$ cat config.mk
export PLATFORM = sky130hd
export DESIGN_NAME = daily_schedule_alarm
export DESIGN_NICKNAME = d
export VERILOG_FILES = /design/src/hdl/dsa_pkg.sv /design/src/hdl/daily_schedule_alarm.sv
export SDC_FILE = /design/constraint.sdc
export NUM_CORES = 1
export LEC_CHECK = 0
export BUFFER_PORTS_ARGS = -buffer_cell sky130_fd_sc_hd__buf_4
export CORE_ASPECT_RATIO = 0.75
export CORE_MARGIN = 5
export CORE_UTILIZATION = 65
export CTS_BUF_LIST = sky130_fd_sc_hd__clkbuf_4
export DETAILED_ROUTE_END_ITERATION = 7
export PLACE_DENSITY_LB_ADDON = 0.1
export SYNTH_ARGS = -nofsm -noshare
export SYNTH_HDL_FRONTEND = slang
export SYNTH_SLANG_ARGS = --single-unit
export TNS_END_PERCENT = 100
$ cat constraint.sdc
create_clock -name clk_i -period 8 [get_ports clk_i]
set_input_delay 1.2 -clock clk_i [delete_from_list [all_inputs] [get_ports clk_i]]
set_output_delay 1.2 -clock clk_i [all_outputs]
set_load 0.01 [all_outputs]
$ cat src/hdl/dsa_pkg.sv
package dsa_pkg;

  localparam int MaxEntries = 9;

  localparam int OpW   = 2;
  localparam int TimeW = 11;
  localparam int IdxW  = 4;
  localparam int RotW  = 4;
  localparam int PtrW  = 4;
  localparam int MinW  = 6;
  localparam int CntW  = 10;
  localparam int UpcW  = 3;

  localparam logic [OpW-1:0] OpClock    = 2'd0;
  localparam logic [OpW-1:0] OpWrite    = 2'd1;
  localparam logic [OpW-1:0] OpFindNext = 2'd2;
  localparam logic [OpW-1:0] OpConflict = 2'd3;

  localparam logic CfgFeedingMode = 1'b0;
  localparam logic CfgEntryCount  = 1'b1;

  localparam logic [TimeW-1:0] MinPerHour  = 11'd60;
  localparam logic [TimeW-1:0] ConflictWin = 11'd5;
  // A raw distance at or above this folds to five minutes or less over the day.
  localparam logic [TimeW-1:0] ConflictFar = 11'd1435;
  localparam logic [CntW-1:0]  CounterTop  = 10'd999;
  localparam logic [MinW-1:0]  NoMinute    = 6'd63;
  // floor(t * Recip60 / 2^16) is t/60 or one less for any 11-bit t.
  localparam logic [TimeW-1:0] Recip60     = 11'd1092;

  // Microprogram addresses
  localparam logic [UpcW-1:0] UcDisp    = 3'd0;
  localparam logic [UpcW-1:0] UcClkMul  = 3'd1;
  localparam logic [UpcW-1:0] UcClkFire = 3'd2;
  localparam logic [UpcW-1:0] UcWrite   = 3'd3;
  localparam logic [UpcW-1:0] UcFnFirst = 3'd4;
  localparam logic [UpcW-1:0] UcFnLoop  = 3'd5;
  localparam logic [UpcW-1:0] UcCfLoop  = 3'd6;
  localparam logic [UpcW-1:0] UcEmit    = 3'd7;

  typedef enum logic [2:0] {
    ActDisp,
    ActMulQ,
    ActFire,
    ActWrite,
    ActFnFirst,
    ActFnStep,
    ActCfStep,
    ActEmit
  } act_e;

  typedef enum logic [2:0] {
    JmpNext,
    JmpOpcode,
    JmpAlways,
    JmpWhile,
    JmpEmit
  } jmp_e;

  typedef struct packed {
    act_e            act;
    jmp_e            jmp;
    logic [UpcW-1:0] tgt;
  } ucode_t;

  function automatic ucode_t ucode_rom(input logic [UpcW-1:0] addr);
    ucode_t w;
    unique case (addr)
      UcDisp:    w = '{act: ActDisp,    jmp: JmpOpcode, tgt: UcDisp};
      UcClkMul:  w = '{act: ActMulQ,    jmp: JmpNext,   tgt: UcClkFire};
      UcClkFire: w = '{act: ActFire,    jmp: JmpAlways, tgt: UcEmit};
      UcWrite:   w = '{act: ActWrite,   jmp: JmpAlways, tgt: UcEmit};
      UcFnFirst: w = '{act: ActFnFirst, jmp: JmpNext,   tgt: UcFnLoop};
      UcFnLoop:  w = '{act: ActFnStep,  jmp: JmpWhile,  tgt: UcEmit};
      UcCfLoop:  w = '{act: ActCfStep,  jmp: JmpWhile,  tgt: UcEmit};
      UcEmit:    w = '{act: ActEmit,    jmp: JmpEmit,   tgt: UcDisp};
      default:   w = '{act: ActEmit,    jmp: JmpEmit,   tgt: UcDisp};
    endcase
    return w;
  endfunction

  function automatic logic [UpcW-1:0] dispatch_tgt(input logic [OpW-1:0] op);
    logic [UpcW-1:0] t;
    unique case (op)
      OpClock:    t = UcClkMul;
      OpWrite:    t = UcWrite;
      OpFindNext: t = UcFnFirst;
      OpConflict: t = UcCfLoop;
      default:    t = UcEmit;
    endcase
    return t;
  endfunction

endpackage

$ cat src/hdl/daily_schedule_alarm.sv
// Channel   Direction  Handshake                Payload
// in        sink       in_valid_i / in_stall_o  opcode, time_minutes, entry_index, rotations
// out       source     out_valid_o / out_stall_i alarm_fired, fired_rotations, next_entry,
//                                               conflict, auto_fire_count
// cfg       sink       cfg_valid_i / cfg_ready_o cfg_index_i, cfg_data_i
//
// One request at a time runs through a microprogram of one control word per cycle.
// Control words per request: clock sample dispatch, multiply, fire, emit; write entry
// dispatch, write, emit; find next dispatch, first entry, scan loop, emit; conflict
// check dispatch, scan loop, emit; the scan over up to MAX_ENTRIES entries is longest.
// The result register lets the next request be taken while a result waits on stall.
// Reset clears the table, pointer, counter, last minute (63) and both config registers;
// there is no clearing pass.
module daily_schedule_alarm #(
  parameter int MAX_ENTRIES = dsa_pkg::MaxEntries
) (
  input  logic                       clk_i,
  input  logic                       rst_ni,
  // request channel
  input  logic                       in_valid_i,
  output logic                       in_stall_o,
  input  logic [dsa_pkg::OpW-1:0]    opcode_i,
  input  logic [dsa_pkg::TimeW-1:0]  time_minutes_i,
  input  logic [dsa_pkg::IdxW-1:0]   entry_index_i,
  input  logic [dsa_pkg::RotW-1:0]   rotations_i,
  // result channel
  output logic                       out_valid_o,
  input  logic                       out_stall_i,
  output logic                       alarm_fired_o,
  output logic [dsa_pkg::RotW-1:0]   fired_rotations_o,
  output logic [dsa_pkg::PtrW-1:0]   next_entry_o,
  output logic                       conflict_o,
  output logic [dsa_pkg::CntW-1:0]   auto_fire_count_o,
  // configuration write channel
  input  logic                       cfg_valid_i,
  output logic                       cfg_ready_o,
  input  logic                       cfg_index_i,
  input  logic [3:0]                 cfg_data_i
);

  // Address width of the table, and width of a scan index that can hold the count.
  localparam int AW = (MAX_ENTRIES > 1) ? $clog2(MAX_ENTRIES) : 1;
  localparam int CW = $clog2(MAX_ENTRIES + 1);
  localparam int EW = dsa_pkg::TimeW + dsa_pkg::RotW;

  // Control state
  logic                       busy_q;
  logic [dsa_pkg::UpcW-1:0]   upc_q, upc_d;
  logic                       out_valid_q;

  // Architectural state
  logic [EW-1:0]              table_q [MAX_ENTRIES];
  logic [dsa_pkg::PtrW-1:0]   ptr_q;
  logic [dsa_pkg::MinW-1:0]   last_min_q;
  logic [dsa_pkg::CntW-1:0]   fire_cnt_q;
  logic                       mode_q;
  logic [3:0]                 ecount_q;

  // Datapath registers
  logic [CW-1:0]              addr_q;
  logic [dsa_pkg::TimeW-1:0]  prev_q;
  logic                       fired_q;
  logic [dsa_pkg::RotW-1:0]   frot_q;
  logic                       conf_q;

  // Request and result payload (no reset)
  logic [dsa_pkg::OpW-1:0]    op_q;
  logic [dsa_pkg::TimeW-1:0]  t_q;
  logic [dsa_pkg::IdxW-1:0]   idx_q;
  logic [dsa_pkg::RotW-1:0]   rot_q;
  logic [21:0]                prod_q;
  logic                       o_fired_q;
  logic [dsa_pkg::RotW-1:0]   o_frot_q;
  logic [dsa_pkg::PtrW-1:0]   o_next_q;
  logic                       o_conf_q;
  logic [dsa_pkg::CntW-1:0]   o_cnt_q;

  dsa_pkg::ucode_t            uc;
  logic                       in_acc;
  logic                       can_emit;
  logic [4:0]                 cnt_w;
  logic [CW-1:0]              cnt;
  logic                       more;
  logic                       addr_ok;
  logic [EW-1:0]              rd_entry;
  logic [dsa_pkg::TimeW-1:0]  rd_time;
  logic [dsa_pkg::RotW-1:0]   rd_rot;
  logic [5:0]                 quot;
  logic [dsa_pkg::TimeW-1:0]  rem_raw;
  logic [dsa_pkg::MinW-1:0]   minute;
  logic                       fire_hit;
  logic [dsa_pkg::TimeW-1:0]  tdiff;
  logic                       conf_hit;
  logic                       wr_ok;

  assign uc          = dsa_pkg::ucode_rom(upc_q);
  assign in_stall_o  = busy_q;
  assign in_acc      = in_valid_i && !busy_q;
  assign cfg_ready_o = 1'b1;
  assign can_emit    = !out_valid_q || !out_stall_i;

  // Entries in use: clamp the programmed count to the table depth.
  assign cnt_w = ({1'b0, ecount_q} > 5'(MAX_ENTRIES)) ? 5'(MAX_ENTRIES) : {1'b0, ecount_q};
  assign cnt   = cnt_w[CW-1:0];
  assign more  = addr_q < cnt;

  // Single read port on the table, addressed by the scan index.
  assign addr_ok  = {{(6-CW){1'b0}}, addr_q} < 6'(MAX_ENTRIES);
  assign rd_entry = addr_ok ? table_q[addr_q[AW-1:0]] : '0;
  assign rd_time  = rd_entry[dsa_pkg::TimeW-1:0];
  assign rd_rot   = rd_entry[EW-1:dsa_pkg::TimeW];

  // Minute of hour: quotient estimate is exact or one short, so one fix-up subtract.
  assign quot    = prod_q[21:16];
  assign rem_raw = t_q - (11'(quot) * dsa_pkg::MinPerHour);
  assign minute  = (rem_raw >= dsa_pkg::MinPerHour) ? 6'(rem_raw - dsa_pkg::MinPerHour)
                                                    : 6'(rem_raw);

  // Fire when the pointer lies inside the entries in use and its time matches.
  assign fire_hit = (cnt_w != 5'd0) && ({1'b0, ptr_q} < cnt_w) && (rd_time == t_q);

  // Circular distance within five minutes, folded over the day (raw values).
  assign tdiff    = (rd_time >= t_q) ? (rd_time - t_q) : (t_q - rd_time);
  assign conf_hit = (tdiff <= dsa_pkg::ConflictWin) || (tdiff >= dsa_pkg::ConflictFar);

  assign wr_ok = {1'b0, idx_q} < 5'(MAX_ENTRIES);

  // Next microprogram address
  always_comb begin
    upc_d = upc_q + dsa_pkg::UpcW'(1);
    unique case (uc.jmp)
      dsa_pkg::JmpNext:   upc_d = upc_q + dsa_pkg::UpcW'(1);
      dsa_pkg::JmpOpcode: upc_d = dsa_pkg::dispatch_tgt(op_q);
      dsa_pkg::JmpAlways: upc_d = uc.tgt;
      dsa_pkg::JmpWhile:  upc_d = more ? upc_q : uc.tgt;
      dsa_pkg::JmpEmit:   upc_d = can_emit ? uc.tgt : upc_q;
      default:            upc_d = uc.tgt;
    endcase
  end

  always_ff @(posedge clk_i or negedge rst_ni) begin
    if (!rst_ni) begin
      busy_q      <= 1'b0;
      upc_q       <= dsa_pkg::UcDisp;
      out_valid_q <= 1'b0;
      ptr_q       <= '0;
      last_min_q  <= dsa_pkg::NoMinute;
      fire_cnt_q  <= '0;
      mode_q      <= 1'b0;
      ecount_q    <= '0;
      addr_q      <= '0;
      prev_q      <= '0;
      fired_q     <= 1'b0;
      frot_q      <= '0;
      conf_q      <= 1'b0;
      for (int i = 0; i < MAX_ENTRIES; i++) begin
        table_q[i] <= '0;
      end
    end else begin
      // configuration writes
      if (cfg_valid_i) begin
        unique case (cfg_index_i)
          dsa_pkg::CfgFeedingMode: mode_q   <= cfg_data_i[0];
          dsa_pkg::CfgEntryCount:  ecount_q <= cfg_data_i;
          default:                 mode_q   <= mode_q;
        endcase
      end

      // drop a delivered result, unless the emit step loads the next one on this edge
      if (out_valid_q && !out_stall_i && !(busy_q && uc.act == dsa_pkg::ActEmit)) begin
        out_valid_q <= 1'b0;
      end

      if (in_acc) begin
        busy_q <= 1'b1;
        upc_q  <= dsa_pkg::UcDisp;
      end else if (busy_q) begin
        upc_q <= upc_d;
        unique case (uc.act)
          dsa_pkg::ActDisp: begin
            fired_q <= 1'b0;
            frot_q  <= '0;
            conf_q  <= 1'b0;
            addr_q  <= (op_q == dsa_pkg::OpClock) ? CW'(ptr_q) : '0;
          end
          dsa_pkg::ActMulQ: begin
            addr_q <= addr_q;
          end
          dsa_pkg::ActFire: begin
            if (minute != last_min_q && !mode_q) begin
              last_min_q <= minute;
              if (fire_hit) begin
                fired_q    <= 1'b1;
                frot_q     <= rd_rot;
                fire_cnt_q <= (fire_cnt_q >= dsa_pkg::CounterTop) ? 10'd1
                                                                  : fire_cnt_q + 10'd1;
                ptr_q      <= ({1'b0, ptr_q} >= cnt_w - 5'd1) ? '0
                                                              : ptr_q + 4'd1;
              end
            end
          end
          dsa_pkg::ActWrite: begin
            if (wr_ok) begin
              table_q[idx_q[AW-1:0]] <= {rot_q, t_q};
            end
          end
          dsa_pkg::ActFnFirst: begin
            ptr_q  <= '0;
            prev_q <= rd_time;
            addr_q <= CW'(1);
          end
          dsa_pkg::ActFnStep: begin
            if (more) begin
              if (t_q > prev_q && t_q <= rd_time) begin
                ptr_q <= 4'(addr_q);
              end
              prev_q <= rd_time;
              addr_q <= addr_q + CW'(1);
            end
          end
          dsa_pkg::ActCfStep: begin
            if (more) begin
              conf_q <= conf_q | conf_hit;
              addr_q <= addr_q + CW'(1);
            end
          end
          dsa_pkg::ActEmit: begin
            if (can_emit) begin
              out_valid_q <= 1'b1;
              busy_q      <= 1'b0;
            end
          end
          default: begin
            busy_q <= 1'b0;
          end
        endcase
      end
    end
  end

  // Request capture, multiply stage and result register
  always_ff @(posedge clk_i) begin
    if (in_acc) begin
      op_q  <= opcode_i;
      t_q   <= time_minutes_i;
      idx_q <= entry_index_i;
      rot_q <= rotations_i;
    end
    if (busy_q && uc.act == dsa_pkg::ActMulQ) begin
      prod_q <= 22'(t_q) * 22'(dsa_pkg::Recip60);
    end
    if (busy_q && uc.act == dsa_pkg::ActEmit && can_emit) begin
      o_fired_q <= fired_q;
      o_frot_q  <= frot_q;
      o_next_q  <= ptr_q;
      o_conf_q  <= conf_q;
      o_cnt_q   <= fire_cnt_q;
    end
  end

  assign out_valid_o       = out_valid_q;
  assign alarm_fired_o     = o_fired_q;
  assign fired_rotations_o = o_frot_q;
  assign next_entry_o      = o_next_q;
  assign conflict_o        = o_conf_q;
  assign auto_fire_count_o = o_cnt_q;

  // Assertions
  a_idle_at_dispatch: assert property (@(posedge clk_i) disable iff (!rst_ni)
    !busy_q |-> upc_q == dsa_pkg::UcDisp)
    else $error("sequencer idle away from dispatch");

  a_ptr_in_table: assert property (@(posedge clk_i) disable iff (!rst_ni)
    {1'b0, ptr_q} < 5'(MAX_ENTRIES))
    else $error("next pointer beyond table");

  a_counter_range: assert property (@(posedge clk_i) disable iff (!rst_ni)
    fire_cnt_q <= dsa_pkg::CounterTop)
    else $error("fire counter out of range");

  a_fire_xor_conflict: assert property (@(posedge clk_i) disable iff (!rst_ni)
    out_valid_o |-> !(alarm_fired_o && conflict_o))
    else $error("alarm and conflict in one result");

  a_accept_busy: assert property (@(posedge clk_i) disable iff (!rst_ni)
    in_acc |=> busy_q && upc_q == dsa_pkg::UcDisp)
    else $error("accepted request did not start the program");

endmodule

==> impl_metrics.csv <==
group,metric,value,unit
clock_network,clk_path_buf_depth,3,
drt,drtIter0Drc,857,
floorplan,die_x,176,um
floorplan,core_area,20300,sq um
critical_path,cp.arrival,5990,ps
timing,final-setup-viol-count,0,
global_routing,antenna_found_initial,0,
logic_synthesis,yosys-top-cells-count,"dfrtp_1 (180), nand2_1 (129), ha_1 (113), o21ai_0 (111), inv_1 (89)",
critical_path,cp_common_cell,"ha_1",
critical_path,crit_path_max_incr_delay,780,ps
clock_network,post_cts_buffers,0,
timing,fin_crit,5400,ps
clock_network,clock_sinks,233,
power_and_ir_drop,p_clk_share,16.9,%
floorplan,die-area,23800,sq um
power_and_ir_drop,switching_power,2.49,mW
logic_synthesis,yosys_register_bits,233,
placed_design,place_congestion,0.901,
logic_synthesis,synth_area_leaders,"dfrtp_1 (33%), ha_1 (10%), edfxtp_1 (10%)",
clock_network,cts_max_level,2,
logic_synthesis,synth_top_area_share,33.4,%
critical_path,cp.required,8590,ps
layout,nFillCells,1454,
critical_path,timing.rr.end,"fire_cnt_q[7]$_DFFE_PN0P_",
critical_path,critPathSlowestCell,"o211ai_1",
logic_synthesis,synth_edf_count,47,
drt,vias,9713,
drt,ant_nets,0,
layout,nets,1462,
critical_path,r2r-start,"prod_q[16]$_DFFE_PP_",
clock_network,cts_buffers,56,
critical_path,crit_end,"fire_cnt_q[7]$_DFFE_PN0P_",
power_and_ir_drop,vdd_ir_drop_max,0.270,mV
clock_network,clk_latency,690,ps
layout,syn_to_final_growth,10.6,%
layout,layout-drive-gt1-share,21.8,%
timing,tns,0,ps
clock_network,cts_resized,0,
status,status,"completed",
layout,design_area,14900,sq um
logic_synthesis,yosys.area.top_type,"dfrtp_1",
power_and_ir_drop,pwr-share-comb,53.3,%
drt,drc,0,
layout,multiInputGateArea,6960,sq um
clock_network,path_clk_slew,70,ps
placed_design,port_buffers,52,
job,max_cap_violations,0,
logic_synthesis,yosys_most_used_dff,"dfrtp_1",
logic_synthesis,synth_cell_types,74,
timing,slew_headroom,18.9,%
global_routing,grt_max_degree,75,
logic_synthesis,syn_area,13500,sq um
critical_path,reg2regPathDepth,18,
placed_design,placed_area,14200,sq um
critical_path,rrSetupSlack,2600,ps
logic_synthesis,synth.most_common_cell,"dfrtp_1",
hold_path,worstHoldPathType,"reg -> reg",
floorplan,num_rows,45,
timing,fmax,185,MHz
global_routing,grt_pass1_vias,9779,
drt,drtPass1Iterations,5,
clock_network,cts_tree,"yes",
placed_design,hpwl,21.6,mm
logic_synthesis,synth.net_count,1386,
timing,hold_viol,0,
layout,seq_area,6070,sq um
global_routing,grt-ovfl-total,0,
floorplan,fp.dieH,135,um
layout,post-route-util,73.5,%
power_and_ir_drop,power.leakage,6.83,nW
power_and_ir_drop,seqPwrFrac,29.8,%
logic_synthesis,syn_area_per_cell,11.0,sq um
timing,finalMaxSlewViolations,0,
floorplan,start_util,66.4,%
drt,post_drt_wl_per_cell,18.8,um
critical_path,worstSetupPathType,"reg -> reg",
timing,period_share,67.5,%
timing,skew,31.4,ps
critical_path,crit_chain,"fa_1 -> xor2_1 -> ha_1 -> or2_2 -> ha_1 -> a21oi_1 -> xnor2_1 -> ha_1 -> or2_2 -> a31oi_1 -> a31oi_1 -> xnor2_1 -> nor4b_1 -> o2111a_1 -> nor2_1 -> o211ai_1 -> o21ai_0 -> o21ai_1",
logic_synthesis,netlist_instances,1229,
timing,max_slew.worst_pin.slew,1210,ps
clock_network,cts-root-buf,"clkbuf_4",
clock_network,hold_buffers,0,
global_routing,grt_pass1_wl,51.0,mm
floorplan,pin_count,54,
global_routing,grt_usage,27.0,%
logic_synthesis,async_flop_share,79.8,%
logic_synthesis,seq_area_frac_synth,45.0,%
drt,routed_via_density,5.94,
critical_path,crit_path_start,"prod_q[16]$_DFFE_PP_",
critical_path,cp-end-kind,"register",
logic_synthesis,yosys_warnings,0,
critical_path,startpoint_type,"register",
timing,rsz0062_at_grt,"no",
power_and_ir_drop,power_density,399,nW/um^2
critical_path,critPathMaxFanout,13,
drt,routed_wl,30.8,mm
power_and_ir_drop,power.share.switching,41.7,%
power_and_ir_drop,internal_power,3.47,mW
-- kinds of logic after synthesis --
family                   count (synthesis)  share of synthesized area (%)
AO/OA/AOI/OAI                          267                           11.9
XOR/XNOR                                39                           2.63
adder cells (fa/ha/maj)                126                           12.4
buffers and inverters                  131                           3.79
flip-flops                             233                           45.0
multiplexers                           145                           14.4
other                                    1                         0.0278
AND/OR/NAND/NOR                        287                           9.91
-- critical path: cells and delay by family (launching register included) --
kind	cells	cell delay (ps)
fa+ha+maj	4	1360
simple gates	4	990
compound gates	7	1880
xor+xnor	3	620
flops	1	470
-- how the worst min path moves through the flow --
stage                     startpoint  cells past startpoint                             end
2_1_floorplan     conf_q$_DFFE_PN0P_                      0            conflict_o$_DFFE_PP_
3_3_place_gp   frot_q[2]$_DFFE_PN0P_                      0  fired_rotations_o[2]$_DFFE_PP_
3_5_place_dp   frot_q[2]$_DFFE_PN0P_                      0  fired_rotations_o[2]$_DFFE_PP_
4_1_cts        frot_q[2]$_DFFE_PN0P_                      0  fired_rotations_o[2]$_DFFE_PP_
5_1_grt        frot_q[2]$_DFFE_PN0P_                      0  fired_rotations_o[2]$_DFFE_PP_
6_report       frot_q[2]$_DFFE_PN0P_                      0  fired_rotations_o[2]$_DFFE_PP_
-- power by group through the flow --
stage | combinational [mW] | clock (mW) | sequential [mW]
after floorplan | 2.49 | 0 | 1.71
after global routing | 3.55 | 1.10 | 1.81
final | 3.17 | 1.01 | 1.77
after CTS | 3.15 | 1.03 | 1.77
after global placement | 3.07 | 0 | 1.77
after detailed placement | 3.13 | 0 | 1.79
-- sequential cells by signal (all words and copies together) (netlist names), 2 cells and up --
name	flops
ptr_q	4
prod_q	6
table_q	135
rot_q	4
prev_q	11
addr_q	4
ecount_q	4
next_entry_o	4
fired_rotations_o	4
idx_q	4
upc_q	3
auto_fire_count_o	10
fire_cnt_q	10
op_q	2
t_q	11
frot_q	4
last_min_q	6
-- cells in the final DEF, fill, tap and decap left out, types with 6 or more instances in the layout --
master | Yosys | layout
dfrtp_1 | 180 | 179
nand2_1 | 129 | 129
ha_1 | 113 | 113
o21ai_0 | 111 | 111
clkbuf_4 | 0 | 92
inv_1 | 89 | 89
mux2_2 | 86 | 86
buf_4 | 1 | 59
nor2_1 | 57 | 57
edfxtp_1 | 47 | 47
a21oi_1 | 45 | 44
mux4_2 | 30 | 30
mux2i_1 | 23 | 23
xnor2_1 | 23 | 23
o21ai_1 | 17 | 17
xor2_1 | 15 | 15
nand3_1 | 15 | 15
a21o_1 | 13 | 13
fa_1 | 13 | 13
nor2b_1 | 13 | 12
and2_1 | 11 | 11
nor3_1 | 10 | 10
clkinv_1 | 0 | 10
nand2b_1 | 9 | 9
a31oi_1 | 9 | 9
o211ai_1 | 7 | 7
a211oi_1 | 7 | 7
o31ai_1 | 7 | 7
o21bai_1 | 6 | 6
and3_1 | 6 | 6
o22ai_1 | 6 | 6
nand4_1 | 6 | 6
mux2_1 | 6 | 6
dfstp_2 | 6 | 6
-- metal layers --
layer / share of wire [%] / track usage [%] / wire, um / vias to the layer above
li1: - / - / - / 4598
met1: 47 / 40.5 / 14600 / 4774
met2: 45 / 41.4 / 13700 / 301
met3: 6.5 / 4.81 / 1990 / 40
met4: 1.5 / 6.83 / 456 / 0
met5: 0 / 0 / 0 / -
-- cell type report --
type                    instances  area share [%]
diodes                          1          0.0168
clock inverters                14           0.444
multi-input cells             865            46.6
clock buffers                  92            4.63
repair buffers                 60            3.06
flip-flops and latches        233            40.7
inverters                      89            2.24
well taps                     282            2.36
-- stage by stage --
stage          power (mW)  instances  hold WS [ps]  setup WS [ps]
3_3_place_gp         4.84       1529           438           2910
2_1_floorplan        4.21       1229           425           3410
4_1_cts              5.95       1635           448           2630
5_1_grt              6.46       1635           446           2300
3_5_place_dp         4.92       1529           452           2720
6_report             5.96       1636           446           2600
Note: power is estimated with default switching activity, not from simulation.
